$ cat src/hdl/xeu_pkg.sv
// Shared types and constants for the XML character entity decoder.
// No dependencies; used by xeu_decode and xml_entity_unescape_utf8_top.
package xeu_pkg;

  // Largest number of results one input byte can cause (7-byte UTF-8 form)
  localparam int MaxResults = 7;
  localparam int CountW     = $clog2(MaxResults + 1);

  // Parser modes, one-hot
  typedef enum logic [6:0] {
    MODE_TEXT = 7'b000_0001,
    MODE_NAME = 7'b000_0010,
    MODE_HASH = 7'b000_0100,
    MODE_DEC  = 7'b000_1000,
    MODE_HEX  = 7'b001_0000,
    MODE_BAD  = 7'b010_0000,
    MODE_DROP = 7'b100_0000
  } mode_t;

  typedef enum logic [1:0] {
    ST_DATA         = 2'd0,
    ST_MISSING_SEMI = 2'd1,
    ST_INVALID      = 2'd2
  } status_t;

  // Characters the parser looks for
  localparam logic [7:0] CH_AMP  = 8'h26;
  localparam logic [7:0] CH_HASH = 8'h23;
  localparam logic [7:0] CH_SEMI = 8'h3B;
  localparam logic [7:0] CH_X    = 8'h78;
  localparam logic [7:0] CH_GT   = 8'h3E;
  localparam logic [7:0] CH_LT   = 8'h3C;

  // Entity names, newest byte lowest
  localparam logic [23:0] NAME_GT  = 24'h006774;
  localparam logic [23:0] NAME_LT  = 24'h006C74;
  localparam logic [23:0] NAME_AMP = 24'h616D70;

  typedef struct packed {
    logic [7:0] in_byte;
    logic       in_last;
  } in_t;

  typedef struct packed {
    logic [7:0] out_byte;
    logic [1:0] status;
    logic       run_last;
    logic       string_end;
  } out_t;

  // Results of one input byte, first result in the low byte
  typedef struct packed {
    logic [8*MaxResults-1:0] bytes;
    logic [CountW-1:0]       count;
    status_t                 status;
    logic                    str_end;
  } burst_t;

endpackage

$ cat src/hdl/xeu_decode.sv
// Entity parser state and the decode of one byte into its group of results.
// Depends on xeu_pkg.
module xeu_decode (
  input  logic            clk,
  input  logic            rst,
  input  logic            adv,
  input  xeu_pkg::in_t    item,
  output xeu_pkg::burst_t burst
);

  xeu_pkg::mode_t mode, mode_next;
  logic [31:0] code_value, code_value_next;
  logic        value_overflow, value_overflow_next;
  logic [23:0] name_chars, name_chars_next;
  logic [2:0]  name_length, name_length_next;

  logic [7:0]  b;
  logic [3:0]  dig;
  logic        dig_dec, dig_hex, dig_ok;
  logic [35:0] acc;
  logic        err, utf_go;
  logic [31:0] utf_val;
  logic [2:0]  extra;
  logic [35:0] utf_wide;
  logic [7:0]  cont [6];
  logic [7:0]  ub [xeu_pkg::MaxResults];
  logic [2:0]  cidx;

  assign b = item.in_byte;

  always_comb begin
    dig_dec = (b >= 8'h30) && (b <= 8'h39);
    dig_hex = 1'b0;
    dig     = b[3:0];
    if ((b >= 8'h61 && b <= 8'h66) || (b >= 8'h41 && b <= 8'h46)) begin
      dig_hex = 1'b1;
      dig     = 4'(b[3:0] + 4'd9);
    end
    dig_ok = dig_dec || (dig_hex && mode == xeu_pkg::MODE_HEX);
    if (mode == xeu_pkg::MODE_HEX) acc = {code_value, 4'b0} + 36'(dig);
    else acc = {1'b0, code_value, 3'b0} + {3'b0, code_value, 1'b0} + 36'(dig);
  end

  always_comb begin
    mode_next           = mode;
    code_value_next     = code_value;
    value_overflow_next = value_overflow;
    name_chars_next     = name_chars;
    name_length_next    = name_length;
    burst               = '0;
    burst.status        = xeu_pkg::ST_DATA;
    err                 = 1'b0;
    utf_go              = 1'b0;
    utf_val             = '0;

    unique case (mode)
      xeu_pkg::MODE_NAME: begin
        if (b == xeu_pkg::CH_SEMI) begin
          mode_next = xeu_pkg::MODE_TEXT;
          burst.count = xeu_pkg::CountW'(1);
          if (name_length == 3'd2 && name_chars == xeu_pkg::NAME_GT)
            burst.bytes[7:0] = xeu_pkg::CH_GT;
          else if (name_length == 3'd2 && name_chars == xeu_pkg::NAME_LT)
            burst.bytes[7:0] = xeu_pkg::CH_LT;
          else if (name_length == 3'd3 && name_chars == xeu_pkg::NAME_AMP)
            burst.bytes[7:0] = xeu_pkg::CH_AMP;
          else err = 1'b1;
        end else if (name_length == 3'd0 && b == xeu_pkg::CH_HASH) begin
          mode_next = xeu_pkg::MODE_HASH;
        end else begin
          name_chars_next = {name_chars[15:0], b};
          if (name_length < 3'd4) name_length_next = name_length + 3'd1;
        end
      end
      xeu_pkg::MODE_HASH: begin
        if (b == xeu_pkg::CH_SEMI) begin
          utf_go    = 1'b1;
          mode_next = xeu_pkg::MODE_TEXT;
        end else if (b == xeu_pkg::CH_X) begin
          mode_next = xeu_pkg::MODE_HEX;
        end else if (dig_dec) begin
          code_value_next = {28'b0, dig};
          mode_next       = xeu_pkg::MODE_DEC;
        end else begin
          mode_next = xeu_pkg::MODE_BAD;
        end
      end
      xeu_pkg::MODE_DEC, xeu_pkg::MODE_HEX: begin
        if (b == xeu_pkg::CH_SEMI) begin
          if (value_overflow) err = 1'b1;
          else begin
            utf_go  = 1'b1;
            utf_val = code_value;
          end
          mode_next = xeu_pkg::MODE_TEXT;
        end else if (dig_ok) begin
          code_value_next = acc[31:0];
          if (acc[35:32] != 4'd0) value_overflow_next = 1'b1;
        end else begin
          mode_next = xeu_pkg::MODE_BAD;
        end
      end
      xeu_pkg::MODE_BAD: begin
        if (b == xeu_pkg::CH_SEMI) begin
          err       = 1'b1;
          mode_next = xeu_pkg::MODE_TEXT;
        end
      end
      xeu_pkg::MODE_DROP: ;
      default: begin
        if (b == xeu_pkg::CH_AMP) begin
          mode_next = xeu_pkg::MODE_NAME;
        end else begin
          burst.bytes[7:0] = b;
          burst.count      = xeu_pkg::CountW'(1);
        end
      end
    endcase

    // UTF-8 form of a numeric entity
    if (utf_val < 32'h80)            extra = 3'd0;
    else if (utf_val < 32'h800)      extra = 3'd1;
    else if (utf_val < 32'h10000)    extra = 3'd2;
    else if (utf_val < 32'h200000)   extra = 3'd3;
    else if (utf_val < 32'h4000000)  extra = 3'd4;
    else if (utf_val < 32'h80000000) extra = 3'd5;
    else                             extra = 3'd6;
    utf_wide = {4'b0, utf_val};
    for (int j = 0; j < 6; j++) cont[j] = {2'b10, utf_wide[6*j +: 6]};
    for (int k = 0; k < xeu_pkg::MaxResults; k++) begin
      cidx  = 3'(int'(extra) - k);
      ub[k] = 8'h00;
      if (k == 0) begin
        unique case (extra)
          3'd0:    ub[k] = {1'b0, utf_val[6:0]};
          3'd1:    ub[k] = {3'b110, utf_val[10:6]};
          3'd2:    ub[k] = {4'b1110, utf_val[15:12]};
          3'd3:    ub[k] = {5'b11110, utf_val[20:18]};
          3'd4:    ub[k] = {6'b111110, utf_val[25:24]};
          3'd5:    ub[k] = {7'b1111110, utf_val[30]};
          default: ub[k] = 8'hFE;
        endcase
      end else if (k <= int'(extra) && cidx < 3'd6) begin
        ub[k] = cont[cidx];
      end
    end
    if (utf_go) begin
      for (int k = 0; k < xeu_pkg::MaxResults; k++) burst.bytes[8*k +: 8] = ub[k];
      burst.count = xeu_pkg::CountW'(extra) + 1'b1;
    end

    if (err) begin
      burst.bytes  = '0;
      burst.count  = xeu_pkg::CountW'(1);
      burst.status = xeu_pkg::ST_INVALID;
      mode_next    = xeu_pkg::MODE_DROP;
    end

    if (mode_next == xeu_pkg::MODE_TEXT || mode_next == xeu_pkg::MODE_DROP
        || (mode == xeu_pkg::MODE_TEXT && b == xeu_pkg::CH_AMP)) begin
      code_value_next     = '0;
      value_overflow_next = 1'b0;
      name_chars_next     = '0;
      name_length_next    = '0;
    end

    if (item.in_last) begin
      // string ends inside an entity: report the missing semicolon
      if (mode_next != xeu_pkg::MODE_TEXT && mode_next != xeu_pkg::MODE_DROP) begin
        burst.bytes  = '0;
        burst.count  = xeu_pkg::CountW'(1);
        burst.status = xeu_pkg::ST_MISSING_SEMI;
      end
      burst.str_end       = 1'b1;
      mode_next           = xeu_pkg::MODE_TEXT;
      code_value_next     = '0;
      value_overflow_next = 1'b0;
      name_chars_next     = '0;
      name_length_next    = '0;
    end
  end

  always_ff @(posedge clk) begin
    if (rst) begin
      mode           <= xeu_pkg::MODE_TEXT;
      code_value     <= '0;
      value_overflow <= 1'b0;
      name_chars     <= '0;
      name_length    <= '0;
    end else if (adv) begin
      mode           <= mode_next;
      code_value     <= code_value_next;
      value_overflow <= value_overflow_next;
      name_chars     <= name_chars_next;
      name_length    <= name_length_next;
    end
  end

endmodule

$ cat src/hdl/xml_entity_unescape_utf8_top.sv
// XML character entity decoder, UTF-8 output.
// An accepted byte goes to the item register, its results to the result register.
// Throughput: one input byte per cycle while out_stall is low and each byte gives
// at most one result; more results hold the result register until all are taken.
// Reset clears the parser to plain text mode and drops any pending results.
// Depends on xeu_pkg and xeu_decode.
module xml_entity_unescape_utf8_top (
  input  logic         clk,
  input  logic         rst,
  input  xeu_pkg::in_t  in_data,
  input  logic         in_valid,
  output logic         in_stall,
  output xeu_pkg::out_t out_data,
  output logic         out_valid,
  input  logic         out_stall
);

  xeu_pkg::in_t    item;
  logic            item_valid;
  xeu_pkg::burst_t dec_burst;
  logic            adv, burst_free;

  logic [8*xeu_pkg::MaxResults-1:0] bytes;
  logic [xeu_pkg::CountW-1:0]       left;
  xeu_pkg::status_t                 status;
  logic                             str_end;

  assign out_valid  = (left != '0);
  assign burst_free = (left == '0) || (left == xeu_pkg::CountW'(1) && !out_stall);
  assign adv        = item_valid && burst_free;
  assign in_stall   = item_valid && !adv;

  xeu_decode u_decode (
    .clk   (clk),
    .rst   (rst),
    .adv   (adv),
    .item  (item),
    .burst (dec_burst)
  );

  always_ff @(posedge clk) begin
    if (rst) begin
      item_valid <= 1'b0;
    end else if (in_valid && !in_stall) begin
      item_valid <= 1'b1;
    end else if (adv) begin
      item_valid <= 1'b0;
    end
  end

  always_ff @(posedge clk) begin
    if (in_valid && !in_stall) item <= in_data;
  end

  always_ff @(posedge clk) begin
    if (rst) begin
      left <= '0;
    end else if (adv) begin
      left <= dec_burst.count;
    end else if (out_valid && !out_stall) begin
      left <= left - 1'b1;
    end
  end

  always_ff @(posedge clk) begin
    if (adv) begin
      bytes   <= dec_burst.bytes;
      status  <= dec_burst.status;
      str_end <= dec_burst.str_end;
    end else if (out_valid && !out_stall) begin
      bytes <= {8'h00, bytes[8*xeu_pkg::MaxResults-1:8]};
    end
  end

  always_comb begin
    out_data.out_byte   = bytes[7:0];
    out_data.status     = status;
    out_data.run_last   = (left == xeu_pkg::CountW'(1));
    out_data.string_end = str_end && (left == xeu_pkg::CountW'(1));
  end

endmodule
$ cat config.mk
export PLATFORM = sky130hd
export DESIGN_NAME = xml_entity_unescape_utf8_top
export DESIGN_NICKNAME = d
export VERILOG_FILES = /design/src/hdl/xeu_pkg.sv /design/src/hdl/xeu_decode.sv /design/src/hdl/xml_entity_unescape_utf8_top.sv
export SDC_FILE = /design/constraint.sdc
export NUM_CORES = 1
export LEC_CHECK = 0
export BUFFER_PORTS_ARGS = -buffer_cell sky130_fd_sc_hd__buf_2
export CELL_PAD_IN_SITES_DETAIL_PLACEMENT = 0
export CELL_PAD_IN_SITES_GLOBAL_PLACEMENT = 1
export CORE_UTILIZATION = 45
export CTS_CLUSTER_SIZE = 30
export DETAILED_ROUTE_END_ITERATION = 10
export PLACE_DENSITY_LB_ADDON = 0.1
export SLEW_MARGIN = 20
export SYNTH_ARGS = -nofsm -noshare
export SYNTH_HDL_FRONTEND = slang
export SYNTH_SLANG_ARGS = --single-unit
$ cat constraint.sdc
create_clock -name clk -period 4.6 [get_ports clk]
set_clock_uncertainty 0.15 [all_clocks]
set_input_delay 1.15 -clock clk [delete_from_list [all_inputs] [get_ports clk]]
set_output_delay 1.15 -clock clk [all_outputs]
set_load 0.1 [all_outputs]
==> results.json <==
{
  "drv_cap": 0,
  "fp.dieW_um": 152,
  "p_leak_uw": 0.00493,
  "hpwl_um": 21900,
  "cp_cell_sequence": "ha_1 -> nand2b_1 -> o211a_1 -> or2_2 -> fa_1 -> ha_1 -> a211oi_2 -> o21ai_1 -> o21ai_0 -> buf_4 -> a211oi_1 -> o41ai_1 -> buf_4 -> nor2_1 -> o41ai_2 -> o31ai_1",
  "synth_area_leaders": "edfxtp_1 (20%), dfxtp_1 (14%), ha_1 (11%)",
  "crit_slowest_cell": "fa_1",
  "finalCritPeriodShare_pct": 94.3,
  "drc": 5,
  "via_count": 8918,
  "clock_sinks": 138,
  "fp.coreArea_um2": 22000,
  "synth_top_area_share_pct": 19.8,
  "fin_setup_tns_ns": 0,
  "synthArstFlopShare_pct": 0,
  "numCtsBuffers": 17,
  "fin_total_pwr_uw": 4460,
  "drt_iter0_drc": 744,
  "maxSlewViolCount": 0,
  "vdd.ir_drop.worst_mv": 0.290,
  "grt_usage_pct": 26.0,
  "required_ns": 4.76,
  "nets": 1289,
  "die_area_um2": 23200,
  "clk_pin_slew_ns": 0.06,
  "grt_pass1_wl_um": 47700,
  "power.density_nw_per_um2": 394,
  "synth-edff-count": 67,
  "hold_violations": 0,
  "drive_gt1_share_pct": 13.0,
  "cp_max_fo": 5,
  "ys_seq_area_share_pct": 33.8,
  "placementRows": 54,
  "multi_input_area_um2": 6340,
  "final-seq-area_um2": 3430,
  "portBuffers": 26,
  "fmax_ghz": 0.230,
  "synth_seq_cells": 138,
  "clk_path_buf_depth": 2,
  "netlist_instances": 1157,
  "routed_wl_um": 29300,
  "maxSlewHeadroom_pct": 37.5,
  "dr.pass1.iters": 8,
  "violations": "design-rule violations",
  "cpPeakStageDelay_ns": 0.46,
  "synth.cells.most_frequent": "nand2_1 (129), nor2_1 (115), o21ai_0 (102)",
  "root_buffer": "clkbuf_16",
  "finalSetupViolCount": 0,
  "worstSetupPathType": "reg2reg",
  "num_antenna_cells": 0,
  "grt_overflow": 0,
  "arrival_ns": 4.50,
  "grt_max_degree": 51,
  "synth_cell_type_count": 87,
  "drtAntennaViolNets": 0,
  "clk-insertion-delay-late_ns": 0.43,
  "n_fill_cell": 2061,
  "startpoint_type": "register",
  "synth_area_um2": 10200,
  "grt_pass1_vias": 8412,
  "period_minus_slack_ns": 4.34,
  "htreeDepth": 4,
  "synth_area_leader_cell": "edfxtp_1",
  "end_kind": "register",
  "ys.flop_type": "dfxtp_1",
  "syn-num-nets": 1260,
  "yosysWarnings": 0,
  "antenna_found_initial": 0,
  "cts_tree": "done",
  "initial_core_util_pct": 46.3,
  "die_h_um": 152,
  "worst_slew_pin_slew_ns": 0.935,
  "gp_congestion": 0.898,
  "min_path_type": "reg2reg",
  "rsz0062_at_grt": "no",
  "area_growth_pct": 11.5,
  "synth_most_common_cell": "nand2_1",
  "vias_per_cell": 6.03,
  "run_status": "finished, violations left",
  "io_pins": 27,
  "wl_per_cell_um": 19.8,
  "avgSynthCellArea_um2": 8.78
}
==> stage by stage <==
stage	area, µm²	util, %	setup WS [ns]	instances	hold slack [ns]
after floorplan	10200	-	0.157	1157	0.307
after global placement	10700	48.7	0.195	1445	0.320
after detailed placement	10700	48.7	0.139	1445	0.333
after CTS	11300	51.4	0.105	1477	0.348
after global routing	11300	51.6	0.00404	1479	0.381
final	11300	51.6	0.262	1479	0.346
==> area by class of cell <==
| cell class | count | share of cell area [%] |
|---|---|---|
| Timing Repair Buffer | 75 | 4.39 |
| Inverter | 32 | 1.06 |
| Sequential cell | 138 | 30.3 |
| Clock buffer | 22 | 4.57 |
| Multi-Input combinational cell | 922 | 55.9 |
| Tap cell | 280 | 3.09 |
| Clock inverter | 10 | 0.673 |
==> routing by layer <==
| metal | up-vias | GRT usage, % | share of wire (%) |
|---|---|---|---|
| met2 | 271 | 41.2 | 46 |
| met5 | - | 0 | 0 |
| met3 | 36 | 3.01 | 4.7 |
| li1 | 4354 | - | - |
| met4 | 0 | 7.97 | 1.7 |
| met1 | 4257 | 37.1 | 48 |
==> report_power, final <==
part / switching (µW) / internal [µW] / leakage, µW
Clock: 564 / 806 / 0.000293
Combinational: 959 / 307 / 0.00340
Sequential: 89.2 / 1740 / 0.00124
==> sequential cells by signal (all words and copies together) (netlist names) <==
signal	count
bytes	55
item	9
item_valid	1
left	3
status	2
str_end	1
u_decode.code_value	32
u_decode.mode	7
u_decode.name_chars	24
u_decode.name_length	3
u_decode.value_overflow	1
==> logic make-up (layout without fill, tap and decap cells) <==
| kind of cell | Yosys count | count (layout) | synth area share, % |
|---|---|---|---|
| xor gates and xnor gates | 33 | 33 | 3.03 |
| buffers and inverters | 97 | 139 | 4.36 |
| muxes | 49 | 49 | 6.34 |
| other | 1 | 1 | 0.0369 |
| AOI/OAI and AO/OA | 344 | 344 | 21.4 |
| adders and majority gates | 90 | 90 | 11.2 |
| DFF | 138 | 138 | 33.8 |
| and+or+nand+nor | 405 | 405 | 19.8 |
==> path summary, 6_finish.rpt <==
| path | cells after the start | slack (ns) | end | startpoint |
|---|---|---|---|---|
| worst max-delay path | 16 | 0.26 | u_decode.code_value[31] | item[1] |
| worst min-delay path | 2 | 0.35 | u_decode.name_chars[20] | u_decode.name_chars[20] |
| worst max register to register | 16 | 0.26 | u_decode.code_value[31] | item[1] |
| worst min register to register | 2 | 0.35 | u_decode.name_chars[20] | u_decode.name_chars[20] |
==> cell usage in the layout (no fill, tap or decap), drive strengths merged, types with 5 or more instances in the layout <==
cell	n
nor3	27
a22o	19
xor2	18
nor4	7
buf	75
or2	8
ha	88
and2	15
a211oi	9
and3	8
o21bai	5
mux2i	34
nand3	25
a22oi	13
o41ai	5
edfxtp	67
o31ai	7
xnor2	15
a21oi	83
inv	35
dfxtp	71
nand4	9
a31oi	20
o21ai	113
nor2	117
clkbuf	22
nand2	131
nand2b	17
or3	8
a21o	24
nor4b	5
clkinv	6
mux4	12
==> timing repair <==
item	4_1_cts	5_1_grt
resized for setup	0	10
hold buffers	0	0
buffers inserted	0	2
setup endpoints to repair	0	10
==> worst max-delay path, delay by kind of cell, from the launching register on <==
| kind | cells | cell delay [ns] |
|---|---|---|
| compound gates | 8 | 1.72 |
| fa+ha+maj | 3 | 1.04 |
| buf+inv | 2 | 0.35 |
| flops | 1 | 0.42 |
| simple gates | 3 | 0.53 |
Power figures use the tool's default switching activity.
